[src/sfr_pkg.sv]
// Shared types and constants of the stream find-and-replace block.
// Used by sfr_front, sfr_queue, sfr_back and stream_find_and_replace.
// No dependencies.
package sfr_pkg;

  // Ceilings of the pattern and replacement sizes (bytes)
  localparam int unsigned MAX_PATTERN_C     = 8;
  localparam int unsigned MAX_REPLACEMENT_C = 8;

  // Configuration port
  localparam int unsigned CFG_DATA_W = 64;
  localparam int unsigned CFG_IDX_W  = 2;
  localparam int unsigned LEN_W      = 4;

  // Job fields
  localparam int unsigned WIN_IDX_W  = $clog2(MAX_PATTERN_C);
  localparam int unsigned REPL_IDX_W = $clog2(MAX_REPLACEMENT_C);
  localparam int unsigned BEAT_CNT_W = $clog2(MAX_PATTERN_C + MAX_REPLACEMENT_C + 1);

  // Job queue between front and back
  localparam int unsigned QUEUE_DEPTH = 2;

  typedef enum logic [CFG_IDX_W-1:0] {
    CFG_PATTERN_LENGTH     = 2'd0,
    CFG_PATTERN_BYTES      = 2'd1,
    CFG_REPLACEMENT_LENGTH = 2'd2,
    CFG_REPLACEMENT_BYTES  = 2'd3
  } cfg_idx_e;

  typedef struct packed {
    logic [LEN_W-1:0]      pattern_length;
    logic [CFG_DATA_W-1:0] pattern_bytes;
    logic [LEN_W-1:0]      replacement_length;
    logic [CFG_DATA_W-1:0] replacement_bytes;
  } cfg_t;

  // One classified item: window bytes to release, then optional replacement
  typedef struct packed {
    logic [MAX_PATTERN_C-1:0][7:0] win;
    logic [BEAT_CNT_W-1:0]         emit_cnt;
    logic                          repl;
    logic                          last;
  } job_t;

endpackage

[src/sfr_front.sv]
// Front end: accepts input beats, matches the held window against the pattern,
// keeps the partial-match bytes and hands a job to the queue.
// Depends on sfr_pkg.
module sfr_front #(
  parameter int unsigned MAX_PATTERN = sfr_pkg::MAX_PATTERN_C
) (
  input  logic          clk_i,
  input  logic          rst_ni,
  input  sfr_pkg::cfg_t cfg_i,
  input  logic          clear_i,
  input  logic          in_valid_i,
  input  logic          in_ready_i,
  input  logic [7:0]    in_byte_i,
  input  logic          in_last_i,
  output logic          push_o,
  output sfr_pkg::job_t job_o
);

  localparam int unsigned HC_W = $clog2(MAX_PATTERN + 1);
  localparam int unsigned CW   = HC_W + 1;

  logic [7:0]      held_q [MAX_PATTERN];
  logic [7:0]      held_next [MAX_PATTERN];
  logic [HC_W-1:0] hc_q, hc_d;
  logic [7:0]      win [MAX_PATTERN];
  logic [HC_W-1:0] m;
  logic [HC_W-1:0] plen_eff;
  logic [MAX_PATTERN:0] ok;
  logic [HC_W-1:0] s_sel;
  logic [CW-1:0]   rem;
  logic            matched;
  logic            accept;

  assign accept = in_valid_i && in_ready_i;
  assign push_o = accept;

  // Effective pattern length: zero reads as one, clamp at the maximum
  always_comb begin
    if (cfg_i.pattern_length == '0) begin
      plen_eff = HC_W'(1);
    end else if (cfg_i.pattern_length > sfr_pkg::LEN_W'(MAX_PATTERN)) begin
      plen_eff = HC_W'(MAX_PATTERN);
    end else begin
      plen_eff = HC_W'(cfg_i.pattern_length);
    end
  end

  // Window: held bytes followed by the new byte
  assign m = hc_q + HC_W'(1);
  always_comb begin
    for (int i = 0; i < MAX_PATTERN; i++) begin
      if (HC_W'(i) < hc_q) begin
        win[i] = held_q[i];
      end else if (HC_W'(i) == hc_q) begin
        win[i] = in_byte_i;
      end else begin
        win[i] = 8'h00;
      end
    end
  end

  // Per start offset: is the remainder a prefix of the pattern (or all of it)
  always_comb begin
    logic all_eq;
    for (int s = 0; s <= MAX_PATTERN; s++) begin
      all_eq = 1'b1;
      for (int i = 0; i < MAX_PATTERN; i++) begin
        if (s + i < MAX_PATTERN) begin
          if ((CW'(s + i) < {1'b0, m}) &&
              (win[s + i] != cfg_i.pattern_bytes[8*i +: 8])) begin
            all_eq = 1'b0;
          end
        end
      end
      ok[s] = (CW'(s) <= {1'b0, m}) &&
              (({1'b0, m} - CW'(s)) <= {1'b0, plen_eff}) && all_eq;
    end
  end

  // Smallest offset wins
  always_comb begin
    s_sel = HC_W'(MAX_PATTERN);
    for (int s = MAX_PATTERN; s >= 0; s--) begin
      if (ok[s]) begin
        s_sel = HC_W'(s);
      end
    end
  end

  assign rem     = {1'b0, m} - {1'b0, s_sel};
  assign matched = (rem == {1'b0, plen_eff});

  // Remainder shifted down to the front of the hold buffer
  always_comb begin
    for (int i = 0; i < MAX_PATTERN; i++) begin
      held_next[i] = 8'h00;
      for (int s = 0; s < MAX_PATTERN; s++) begin
        if ((s + i < MAX_PATTERN) && (s_sel == HC_W'(s))) begin
          held_next[i] = win[s + i];
        end
      end
    end
  end

  // Job for the back end
  always_comb begin
    job_o = '0;
    for (int j = 0; j < sfr_pkg::MAX_PATTERN_C; j++) begin
      if (j < MAX_PATTERN) begin
        job_o.win[j] = win[j];
      end
    end
    if (matched) begin
      job_o.emit_cnt = '0;
    end else if (in_last_i) begin
      job_o.emit_cnt = sfr_pkg::BEAT_CNT_W'(m);
    end else begin
      job_o.emit_cnt = sfr_pkg::BEAT_CNT_W'(s_sel);
    end
    job_o.repl = matched;
    job_o.last = in_last_i;
  end

  // Hold count; a pattern write drops what is held
  always_comb begin
    hc_d = hc_q;
    if (clear_i) begin
      hc_d = '0;
    end else if (accept) begin
      hc_d = (matched || in_last_i) ? '0 : rem[HC_W-1:0];
    end
  end

  always_ff @(posedge clk_i or negedge rst_ni) begin
    if (!rst_ni) begin
      hc_q <= '0;
    end else begin
      hc_q <= hc_d;
    end
  end

  // Hold buffer payload
  always_ff @(posedge clk_i) begin
    if (accept) begin
      held_q <= held_next;
    end
  end

endmodule

[src/sfr_queue.sv]
// Short job queue between the front and the back end.
// Depends on sfr_pkg.
module sfr_queue (
  input  logic          clk_i,
  input  logic          rst_ni,
  input  logic          push_i,
  input  sfr_pkg::job_t job_i,
  output logic          ready_o,
  input  logic          pop_i,
  output logic          valid_o,
  output sfr_pkg::job_t job_o
);

  localparam int unsigned DEPTH = sfr_pkg::QUEUE_DEPTH;
  localparam int unsigned PTR_W = $clog2(DEPTH);
  localparam int unsigned CNT_W = $clog2(DEPTH + 1);

  sfr_pkg::job_t    entries_q [DEPTH];
  logic [PTR_W-1:0] wr_ptr_q, wr_ptr_d, rd_ptr_q, rd_ptr_d;
  logic [CNT_W-1:0] count_q, count_d;
  logic             do_push, do_pop;

  assign ready_o = (count_q != CNT_W'(DEPTH));
  assign valid_o = (count_q != '0);
  assign job_o   = entries_q[rd_ptr_q];
  assign do_push = push_i && ready_o;
  assign do_pop  = pop_i && valid_o;

  // Pointer and fill bookkeeping
  always_comb begin
    wr_ptr_d = wr_ptr_q;
    rd_ptr_d = rd_ptr_q;
    count_d  = count_q;
    if (do_push) begin
      wr_ptr_d = (wr_ptr_q == PTR_W'(DEPTH - 1)) ? '0 : wr_ptr_q + PTR_W'(1);
    end
    if (do_pop) begin
      rd_ptr_d = (rd_ptr_q == PTR_W'(DEPTH - 1)) ? '0 : rd_ptr_q + PTR_W'(1);
    end
    if (do_push && !do_pop) begin
      count_d = count_q + CNT_W'(1);
    end else if (!do_push && do_pop) begin
      count_d = count_q - CNT_W'(1);
    end
  end

  always_ff @(posedge clk_i or negedge rst_ni) begin
    if (!rst_ni) begin
      wr_ptr_q <= '0;
      rd_ptr_q <= '0;
      count_q  <= '0;
    end else begin
      wr_ptr_q <= wr_ptr_d;
      rd_ptr_q <= rd_ptr_d;
      count_q  <= count_d;
    end
  end

  always_ff @(posedge clk_i) begin
    if (do_push) begin
      entries_q[wr_ptr_q] <= job_i;
    end
  end

endmodule

[src/sfr_back.sv]
// Back end: walks the job at the queue head and sends one result beat per
// cycle into the output register while the receiver does not stall. Depends on sfr_pkg.
module sfr_back #(
  parameter int unsigned MAX_REPLACEMENT = sfr_pkg::MAX_REPLACEMENT_C
) (
  input  logic          clk_i,
  input  logic          rst_ni,
  input  sfr_pkg::cfg_t cfg_i,
  input  logic          head_valid_i,
  input  sfr_pkg::job_t head_i,
  output logic          pop_o,
  output logic          out_valid_o,
  input  logic          out_ready_i,
  output logic [7:0]    out_byte_o,
  output logic          out_has_byte_o,
  output logic          out_last_o,
  output logic          stream_end_o
);

  localparam int unsigned CNT_W = sfr_pkg::BEAT_CNT_W;

  logic [CNT_W-1:0] k_q, k_d;
  logic [CNT_W-1:0] rlen_eff, total, last_k, rep_idx;
  logic             can_load, skip, load, final_beat, has_byte;
  logic [7:0]       beat_byte;
  logic             out_valid_q;
  logic [7:0]       out_byte_q;
  logic             out_has_byte_q, out_last_q, stream_end_q;

  // Effective replacement length
  always_comb begin
    if (cfg_i.replacement_length > sfr_pkg::LEN_W'(MAX_REPLACEMENT)) begin
      rlen_eff = CNT_W'(MAX_REPLACEMENT);
    end else begin
      rlen_eff = CNT_W'(cfg_i.replacement_length);
    end
  end

  // Beat selection for the current position in the job
  always_comb begin
    total      = head_i.emit_cnt + (head_i.repl ? rlen_eff : '0);
    last_k     = (total == '0) ? '0 : total - CNT_W'(1);
    has_byte   = (total != '0);
    rep_idx    = k_q - head_i.emit_cnt;
    if (!has_byte) begin
      beat_byte = 8'h00;
    end else if (k_q < head_i.emit_cnt) begin
      beat_byte = head_i.win[k_q[sfr_pkg::WIN_IDX_W-1:0]];
    end else begin
      beat_byte = cfg_i.replacement_bytes[8*rep_idx[sfr_pkg::REPL_IDX_W-1:0] +: 8];
    end
    can_load   = !out_valid_q || out_ready_i;
    skip       = head_valid_i && !has_byte && !head_i.last;
    load       = head_valid_i && can_load && !skip;
    final_beat = (k_q == last_k);
    pop_o      = skip || (load && final_beat);
    if (pop_o) begin
      k_d = '0;
    end else if (load) begin
      k_d = k_q + CNT_W'(1);
    end else begin
      k_d = k_q;
    end
  end

  always_ff @(posedge clk_i or negedge rst_ni) begin
    if (!rst_ni) begin
      k_q         <= '0;
      out_valid_q <= 1'b0;
    end else begin
      k_q <= k_d;
      if (load) begin
        out_valid_q <= 1'b1;
      end else if (out_ready_i) begin
        out_valid_q <= 1'b0;
      end
    end
  end

  // Output beat payload
  always_ff @(posedge clk_i) begin
    if (load) begin
      out_byte_q     <= beat_byte;
      out_has_byte_q <= has_byte;
      out_last_q     <= final_beat;
      stream_end_q   <= final_beat && head_i.last;
    end
  end

  assign out_valid_o    = out_valid_q;
  assign out_byte_o     = out_byte_q;
  assign out_has_byte_o = out_has_byte_q;
  assign out_last_o     = out_last_q;
  assign stream_end_o   = stream_end_q;

endmodule

[src/stream_find_and_replace.sv]
// Top level of the stream find-and-replace block: configuration registers,
// front end, job queue and back end. Depends on sfr_pkg, sfr_front,
// sfr_queue and sfr_back.
//
// Usage:
//   Input beats (in_byte_i, in_last_i) arrive on a valid/ready channel; edited
//   bytes leave on a valid/ready channel, one byte per beat. out_last_o marks
//   the last beat caused by one input beat, stream_end_o the last beat of the
//   stream; a beat with out_has_byte_o low is a bare end mark (byte zero).
//   Configuration is written through cfg_we_i/cfg_index_i/cfg_data_i while
//   the block is idle; writing the pattern length or bytes drops held bytes.
// Flow:
//   The front takes one input beat per cycle while the two-entry job queue has
//   room. With the back idle, the first result of an item passes through the
//   job queue and then the output register before it is presented.
//   The back sends one result beat per cycle while the receiver takes beats;
//   an item yields n results (n up to 8), and the output beat rate sets the
//   sustained item rate.
// Reset:
//   Pattern length 1, pattern, replacement and replacement length zero,
//   nothing held, queue and output register empty.
// Stall:
//   A stalled receiver holds the output register, the back stops, the queue
//   fills and in_ready_o drops; nothing is lost.
module stream_find_and_replace #(
  parameter int unsigned MAX_PATTERN     = sfr_pkg::MAX_PATTERN_C,
  parameter int unsigned MAX_REPLACEMENT = sfr_pkg::MAX_REPLACEMENT_C
) (
  input  logic                           clk_i,
  input  logic                           rst_ni,
  input  logic                           cfg_we_i,
  input  logic [sfr_pkg::CFG_IDX_W-1:0]  cfg_index_i,
  input  logic [sfr_pkg::CFG_DATA_W-1:0] cfg_data_i,
  input  logic                           in_valid_i,
  output logic                           in_ready_o,
  input  logic [7:0]                     in_byte_i,
  input  logic                           in_last_i,
  output logic                           out_valid_o,
  input  logic                           out_ready_i,
  output logic [7:0]                     out_byte_o,
  output logic                           out_has_byte_o,
  output logic                           out_last_o,
  output logic                           stream_end_o
);

  sfr_pkg::cfg_t cfg_q;
  logic          pat_clear;
  logic          q_push, q_ready, q_pop, q_valid;
  sfr_pkg::job_t q_in, q_head;

  // Configuration registers
  always_ff @(posedge clk_i or negedge rst_ni) begin
    if (!rst_ni) begin
      cfg_q.pattern_length     <= sfr_pkg::LEN_W'(1);
      cfg_q.pattern_bytes      <= '0;
      cfg_q.replacement_length <= '0;
      cfg_q.replacement_bytes  <= '0;
    end else if (cfg_we_i) begin
      case (cfg_index_i)
        sfr_pkg::CFG_PATTERN_LENGTH: begin
          cfg_q.pattern_length <= cfg_data_i[sfr_pkg::LEN_W-1:0];
        end
        sfr_pkg::CFG_PATTERN_BYTES: begin
          cfg_q.pattern_bytes <= cfg_data_i;
        end
        sfr_pkg::CFG_REPLACEMENT_LENGTH: begin
          cfg_q.replacement_length <= cfg_data_i[sfr_pkg::LEN_W-1:0];
        end
        sfr_pkg::CFG_REPLACEMENT_BYTES: begin
          cfg_q.replacement_bytes <= cfg_data_i;
        end
        default: begin
          cfg_q <= cfg_q;
        end
      endcase
    end
  end

  assign pat_clear = cfg_we_i &&
                     ((cfg_index_i == sfr_pkg::CFG_PATTERN_LENGTH) ||
                      (cfg_index_i == sfr_pkg::CFG_PATTERN_BYTES));

  assign in_ready_o = q_ready;

  sfr_front #(
    .MAX_PATTERN (MAX_PATTERN)
  ) u_front (
    .clk_i      (clk_i),
    .rst_ni     (rst_ni),
    .cfg_i      (cfg_q),
    .clear_i    (pat_clear),
    .in_valid_i (in_valid_i),
    .in_ready_i (q_ready),
    .in_byte_i  (in_byte_i),
    .in_last_i  (in_last_i),
    .push_o     (q_push),
    .job_o      (q_in)
  );

  sfr_queue u_queue (
    .clk_i   (clk_i),
    .rst_ni  (rst_ni),
    .push_i  (q_push),
    .job_i   (q_in),
    .ready_o (q_ready),
    .pop_i   (q_pop),
    .valid_o (q_valid),
    .job_o   (q_head)
  );

  sfr_back #(
    .MAX_REPLACEMENT (MAX_REPLACEMENT)
  ) u_back (
    .clk_i          (clk_i),
    .rst_ni         (rst_ni),
    .cfg_i          (cfg_q),
    .head_valid_i   (q_valid),
    .head_i         (q_head),
    .pop_o          (q_pop),
    .out_valid_o    (out_valid_o),
    .out_ready_i    (out_ready_i),
    .out_byte_o     (out_byte_o),
    .out_has_byte_o (out_has_byte_o),
    .out_last_o     (out_last_o),
    .stream_end_o   (stream_end_o)
  );

  // A stream end beat always closes the run of its input beat
  a_end_is_last: assert property (@(posedge clk_i) disable iff (!rst_ni)
    out_valid_o && stream_end_o |-> out_last_o)
    else $error("stream end without last flag");

  // A bare mark carries a zero byte and only ever ends a stream
  a_bare_mark: assert property (@(posedge clk_i) disable iff (!rst_ni)
    out_valid_o && !out_has_byte_o |-> (out_byte_o == 8'h00) && stream_end_o)
    else $error("bare mark malformed");

  // A new output beat is only loaded from a queued job
  a_beat_from_job: assert property (@(posedge clk_i) disable iff (!rst_ni)
    $rose(out_valid_o) |-> $past(q_valid))
    else $error("output beat without queued job");

  // The back never pops an empty queue
  a_pop_has_job: assert property (@(posedge clk_i) disable iff (!rst_ni)
    q_pop |-> q_valid)
    else $error("pop of empty job queue");

endmodule
[config.mk]
export PLATFORM = sky130hd
export DESIGN_NAME = stream_find_and_replace
export DESIGN_NICKNAME = d
export VERILOG_FILES = /design/src/sfr_pkg.sv /design/src/sfr_front.sv /design/src/sfr_queue.sv /design/src/sfr_back.sv /design/src/stream_find_and_replace.sv
export SDC_FILE = /design/constraint.sdc
export NUM_CORES = 1
export LEC_CHECK = 0
export ABC_AREA = 1
export ABC_CLOCK_PERIOD_IN_PS = 7300
export BUFFER_PORTS_ARGS = -buffer_cell sky130_fd_sc_hd__buf_2
export CAP_MARGIN = 10
export CORE_MARGIN = 4
export CORE_UTILIZATION = 35
export CTS_BUF_LIST = sky130_fd_sc_hd__clkbuf_8
export DETAILED_ROUTE_END_ITERATION = 6
export PLACE_DENSITY = 0.5
export SYNTH_ARGS = -nofsm -noshare
export SYNTH_HDL_FRONTEND = slang
export SYNTH_SLANG_ARGS = --single-unit
[constraint.sdc]
create_clock -name clk_i -period 7.3 [get_ports clk_i]
set_clock_uncertainty 0.1 [all_clocks]
set_input_delay 1.095 -clock clk_i [delete_from_list [all_inputs] [get_ports clk_i]]
set_output_delay 1.095 -clock clk_i [all_outputs]
set_load 0.02 [all_outputs]
==> out/metrics.yaml, run 1 <==
outcome:
  outcome: "finished, final reports clean"
flow_run:
  max-cap-violations: 0
synth:
  synthMuxAreaShare: 0.004557
  ys_ff_latch: 365
  netlist.area_leader.share: 0.2672
  synth_top_family_by_area: "simple AND/OR/NAND/NOR gates"
  synthXorXnorAreaFrac: 0.02248
  syn_area_um2: 24160
  yosys.area_share.simple: 0.3298
  synth_nets: 3510
  synth_compound_area_frac: 0.1118
  async_flop_share: 0.4110
  synth_edf_count: 215
  synth_top_flop_cell: "edfxtp_1"
  yosys.area.top_type: "edfxtp_1"
  synth.top_cells.by_area: "edfxtp_1 (27%), nand2_1 (19%), dfrtp_1 (15%), o21ai_0 (5.9%), nor2_1 (5.6%)"
  ys_warn_count: 0
  avgSynthCellArea_um2: 7.152
  seq_area_frac_synth: 0.4226
  synth.distinct_cells: 52
  synth_cells: 3378
  synth_fa_ha_area_frac: 0.02786
timing:
  holdWs_ns: 0.3282
  worst_pin_slew_ns: 1.170
  rsz0062_at_grt: "no"
  finalCriticalPeriod_ns: 6.383
  setup_viol: 0
  maxSlewViolCount: 0
  fmax_ghz: 0.1567
  fin_ws_ns: 0.9172
  fin_tns_setup_ns: 0
  relSlewSlack: 0.2176
  hold_violations: 0
  fin_crit_sh: 0.8744
global_route:
  grt_max_degree: 119
  grt-ovfl-total: 0
  grt_pass1_wl_um: 147200
  grt_pass1_vias: 21730
  antenna_found_initial: 1
  grt.total_usage: 0.2669
floorplanning:
  ioPinCount: 93
  start_util: 0.3529
  rows: 96
  die-area_um2: 73300
  core_area_um2: 68470
  die_y_um: 270.7
  die_w_um: 270.7
pwr:
  p_per_area_nw_per_um2: 478.7
  vdd_ir_drop_max_uv: 248.0
  p_leak_nw: 12.51
  power.total_mw: 12.84
setup_path:
  slowest_stage: "nor2_1"
  worst-path-buf-inv: 6
  rrSetupSlack_ns: 0.92
  ff2ff_path_depth: 25
  path_depth: 25
  crit_fanout: 26
  start_kind: "flip-flop"
  cp-end-kind: "flip-flop"
  cp_top_family: "simple AND/OR/NAND/NOR gates"
  startpoint: "u_front.hc_q[2]$_DFFE_PN0P_"
  worstReg2RegEnd: "u_queue.entries_q[0][5]$_DFFE_PP_"
  critPathCapture: "u_queue.entries_q[0][5]$_DFFE_PP_"
  slowest_delay_ns: 0.74
  cp_common_cell: "nand2_1"
  reg2reg_from: "u_front.hc_q[2]$_DFFE_PN0P_"
  crit_type: "flip-flop to flip-flop"
  critPathRequiredTime_ns: 7.62
  crit_arrival_ns: 6.70
clock_network:
  cts_tree: "yes"
  cts_buffer_depth: 3
  cts_setup_buffers: 0
  cts_buffers: 70
  htreeDepth: 3
  clk_latency_ns: 0.67
  cts_resized: 0
  cts_num_sinks: 365
  cts_root_buf: "clkbuf_8"
  cts_hold_buf: 0
  path_clk_slew_ns: 0.06
layout:
  multi_input_area_um2: 12030
  fin_util: 0.3917
  final_cell_area_um2: 26820
  final_common_cell: "nand2_1"
  finalNonFillerCells: 4369
  seq_area_um2: 10210
  drive_gt1_frac: 0.09383
  area.growth.synth_to_final_pct: 10.99
  fin_nets: 3562
  final_cell_mix: "nand2_1 (1203), nor2_1 (356), inv_1 (316)"
  n_fill_cell: 7312
detailed_routing:
  dr.first_iter.drc_count: 3487
  ant_nets: 0
  num_vias: 23670
  first_pass_iters: 6
  wire_per_inst_um: 22.99
  drc: 0
  wirelength_um: 100400
  vias_per_cell: 5.417
placed_design:
  dpl_cell_area_um2: 25360
  gp_congestion: 1.032
  hpwl_um: 74110
  place_ws_ns: 1.065
  numPlacedInstances: 4240
  port_buffers: 92
hold_path:
  hp-class: "primary input to asynchronous set/reset pin"
[power by group]
| part | total (mW) | switching, mW | internal (mW) |
|---|---|---|---|
| registers | 3.30 | 0.362 | 2.93 |
| clock network | 2.14 | 0.954 | 1.19 |
| logic | 7.40 | 5.39 | 2.01 |
[area by class of cell]
cell class | count | area share
clock inverters | 47 | 0.01302
multi-input cells | 2531 | 0.4487
clock buffers | 80 | 0.04106
inverters | 329 | 0.04619
flip-flops and latches | 365 | 0.3808
diodes | 2 | 0.0001866
well taps | 882 | 0.04115
repair buffers | 133 | 0.02888
[layer usage]
metal  track usage  routed length (um)  vias up
met1        0.3734               42740    11050
li1              -                   -    11180
met5             0                   0        -
met2        0.3959               42730     1192
met3       0.05002                9086      244
met4        0.1340                5873        0
[cells in the mapped netlist (2+ instances only)]
cell type,n
ha_1,49
a21oi_1,38
fa_1,3
o21ai_0,287
xor2_1,53
xnor2_1,9
or2_2,5
nand2_4,2
o21bai_1,4
nor3_4,3
a31oi_1,2
nand2_1,1204
o21ai_1,16
buf_4,23
clkbuf_1,84
nand3_2,10
dfrtp_1,149
nand3b_1,5
o21ai_2,11
o211ai_1,12
o22ai_1,62
o31ai_1,2
inv_1,297
o32ai_1,17
nor3_1,9
mux2_2,8
buf_1,3
clkinv_1,8
a211oi_1,2
nand4_1,68
nor2_4,3
inv_2,22
edfxtp_1,215
nor2_1,358
nand3_1,245
nand2_2,16
mux2i_1,2
a22oi_1,8
buf_2,43
o221ai_1,8
nor2_2,2
[worst min path at each step]
stage,from,end,slack (ns),cells after the start
floorplan,cfg_q[24]$_DFFE_PN0P_,cfg_q[24]$_DFFE_PN0P_,0.35,2
global placement,cfg_q[58]$_DFFE_PN0P_,cfg_q[58]$_DFFE_PN0P_,0.36,2
detailed placement,cfg_q[27]$_DFFE_PN0P_,cfg_q[27]$_DFFE_PN0P_,0.37,2
CTS,rst_ni,u_front.hc_q[2]$_DFFE_PN0P_,0.35,1
global route,rst_ni,u_front.hc_q[2]$_DFFE_PN0P_,0.41,1
finish,rst_ni,u_front.hc_q[2]$_DFFE_PN0P_,0.33,1
[registers in the layout, summed over array words and instances (netlist names)]
name                   flops
u_front.held_q            64
u_back.out_last_o          1
u_front.hc_q               4
u_queue.rd_ptr_q           1
u_back.out_has_byte_o      1
u_queue.entries_q        140
u_back.stream_end_o        1
u_back.k_q                 5
cfg_q                    136
u_queue.count_q            2
u_queue.wr_ptr_q           1
u_back.out_byte_o          8
u_back.out_valid_o         1
[cells by family (layout without fill, tap and decap cells)]
family	after synthesis	after routing
muxes	10	10
and+or+nand+nor	1932	1932
AOI/OAI and AO/OA	475	475
adders and majority gates	52	52
DFF	365	365
buffers and inverters	482	589
xor gates and xnor gates	62	62
other	0	2
No activity file was read; power rests on OpenSTA's default activity.
==> inputs of run 2 (changes only) <==
- RECOVER_POWER: not set -> 25
==> run 2 against run 1 <==
First-iteration DRC count is 6.8% lower. Critical path depth down 2. Design area is 0.23% lower. Non-clock buffer count stayed put. Die area stayed put. The run now ends with max-capacitance violations, max-slew violations left. Sequential share of layout area grew 0.089 points. Cell count hardly changed. Core utilization is 0.091 points lower. Clock power about the same. Via count up 0.15%. Flip-flop and latch count stayed put. Sequential power barely moved.
==> out/metrics.yaml, run 2 (synthesis gave the netlist of run 1 again) <==
pwr:
  power.total_mw: 12.83
  swShare: 0.5222
  vdd_ir_drop_max_uv: 243.8
  p_per_area_nw_per_um2: 479.7
  power.internal_mw: 6.133
  p_leak_nw: 12.47
  combPwrFrac: 0.576
  pwr-share-clk: 0.167
  seqPwrFrac: 0.257
  p_switching_mw: 6.701
outcome:
  violations: "max-capacitance violations, max-slew violations"
  outcome: "finished, violations left"
clock_network:
  cts_root_buf: "clkbuf_8"
  cts_setup_buffers: 0
  cts_buffers: 70
  cts_resized: 0
  cts_hold_buf: 0
  cts_buffer_depth: 3
  clk_latency_ns: 0.67
  htreeDepth: 3
  path_clk_slew_ns: 0.06
  cts_num_sinks: 365
  cts_tree: "yes"
detailed_routing:
  wire_per_inst_um: 22.97
  vias_per_cell: 5.424
  ant_nets: 0
  drc: 0
  wirelength_um: 100400
  num_vias: 23700
  dr.first_iter.drc_count: 3249
  first_pass_iters: 6
hold_path:
  hold_path.startpoint: "cfg_q[27]$_DFFE_PN0P_"
  hp-class: "flip-flop to flip-flop"
timing:
  worst_pin_slew_ns: 4.551
  hold_violations: 0
  relSlewSlack: -2.034
  maxSlewViolCount: 196
  fin_crit_sh: 0.9000
  fmax_ghz: 0.1522
  rsz0062_at_grt: "no"
  fin_tns_setup_ns: 0
  finalCriticalPeriod_ns: 6.570
  holdWs_ns: 0.3797
  setup_viol: 0
  fin_ws_ns: 0.7301
flow_run:
  max-cap-violations: 2
placed_design:
  port_buffers: 92
  dpl_cell_area_um2: 25360
  gp_congestion: 1.032
  numPlacedInstances: 4240
  hpwl_um: 74110
  place_ws_ns: 1.065
layout:
  final_common_cell: "nand2_1"
  reg.largest.list: "u_queue.entries_q x140, cfg_q x136, u_front.held_q x64"
  drive_gt1_frac: 0.08953
  area.growth.synth_to_final_pct: 10.73
  finalNonFillerCells: 4370
  largest_register: "u_queue.entries_q"
  fin_util: 0.3908
  final_cell_area_um2: 26750
  final_cell_mix: "nand2_1 (1204), nor2_1 (356), inv_1 (317)"
  n_fill_cell: 7326
  multi_input_area_um2: 12000
  fin_nets: 3562
  seq_area_um2: 10210
  largest_register_ffs: 140
global_route:
  grt_pass1_wl_um: 147200
  grt-ovfl-total: 0
  grt_pass1_vias: 21730
  grt_max_degree: 119
  antenna_found_initial: 1
  grt.total_usage: 0.2669
setup_path:
  cp-end-kind: "flip-flop"
  critPathRequiredTime_ns: 7.62
  crit_fanout: 22
  startpoint: "u_front.hc_q[2]$_DFFE_PN0P_"
  start_kind: "flip-flop"
  reg2reg_from: "u_front.hc_q[2]$_DFFE_PN0P_"
  crit_type: "flip-flop to flip-flop"
  crit_arrival_ns: 6.89
floorplanning:
  ioPinCount: 93
  core_area_um2: 68470
  die_w_um: 270.7
  die_y_um: 270.7
  die-area_um2: 73300
  rows: 96
  start_util: 0.3529
-- run 2: path summary, 6_finish.rpt --
| path | endpoint | slack, ns | cells after the start |
|---|---|---|---|
| setup / recovery | u_queue.entries_q[0][5]$_DFFE_PP_ | 0.73 | 23 |
| hold / removal | cfg_q[27]$_DFFE_PN0P_ | 0.38 | 2 |
| setup reg to reg | u_queue.entries_q[0][5]$_DFFE_PP_ | 0.73 | 23 |
| hold reg to reg | cfg_q[27]$_DFFE_PN0P_ | 0.38 | 2 |
| max in group asynchronous | u_queue.rd_ptr_q$_DFFE_PN0P_ | 1.89 | 2 |
| min in group asynchronous | u_front.hc_q[2]$_DFFE_PN0P_ | 1.92 | 1 |
-- run 2: worst max-delay path, stage by stage (launching register included) --
cell and delay, ns:
dfrtp_1 0.64, nand3_1 0.44, o21ai_2 0.23, clkbuf_1 0.90
clkinv_1 0.69, nand2_1 0.18, nand4_1 0.14, nor2_1 0.20
nand2_1 0.08, nand2_1 0.10, nand2_1 0.06, inv_1 0.05
nand3_1 0.14, nand2_1 0.10, nor2_1 0.08, o21bai_4 0.57
inv_2 0.20, fa_1 0.53, xor2_1 0.17, nor2_1 0.11
a21boi_1 0.19, nand3_2 0.21, nand2_1 0.12, inv_1 0.05
-- run 2: layer usage --
layer / up-vias / share of wire / GRT usage / routed length (um)
met1: 11100 / 0.42 / 0.3734 / 42550
li1: 11180 / - / - / -
met5: - / 0 / 0 / 0
met4: 0 / 0.058 / 0.1340 / 5841
met3: 238 / 0.092 / 0.05002 / 9192
met2: 1186 / 0.43 / 0.3959 / 42780
-- run 2: area by class of cell --
type / instances / area share
Antenna cell: 3 / 0.0002806
Clock inverter: 47 / 0.01305
Inverter: 329 / 0.04630
Tap cell: 882 / 0.04125
Sequential cell: 365 / 0.3817
Clock buffer: 80 / 0.04116
Timing Repair Buffer: 133 / 0.02773
Multi-Input combinational cell: 2531 / 0.4485
-- run 2: power by group through the flow --
stage          Sequential, mW  Clock, mW  Combinational [mW]
6_report                 3.30       2.14                7.40
5_1_grt                  3.34       2.30                8.10
2_1_floorplan            3.19          0                4.82
3_3_place_gp             3.33          0                7.28
3_5_place_dp             3.32          0                7.25
4_1_cts                  3.29       2.19                7.28
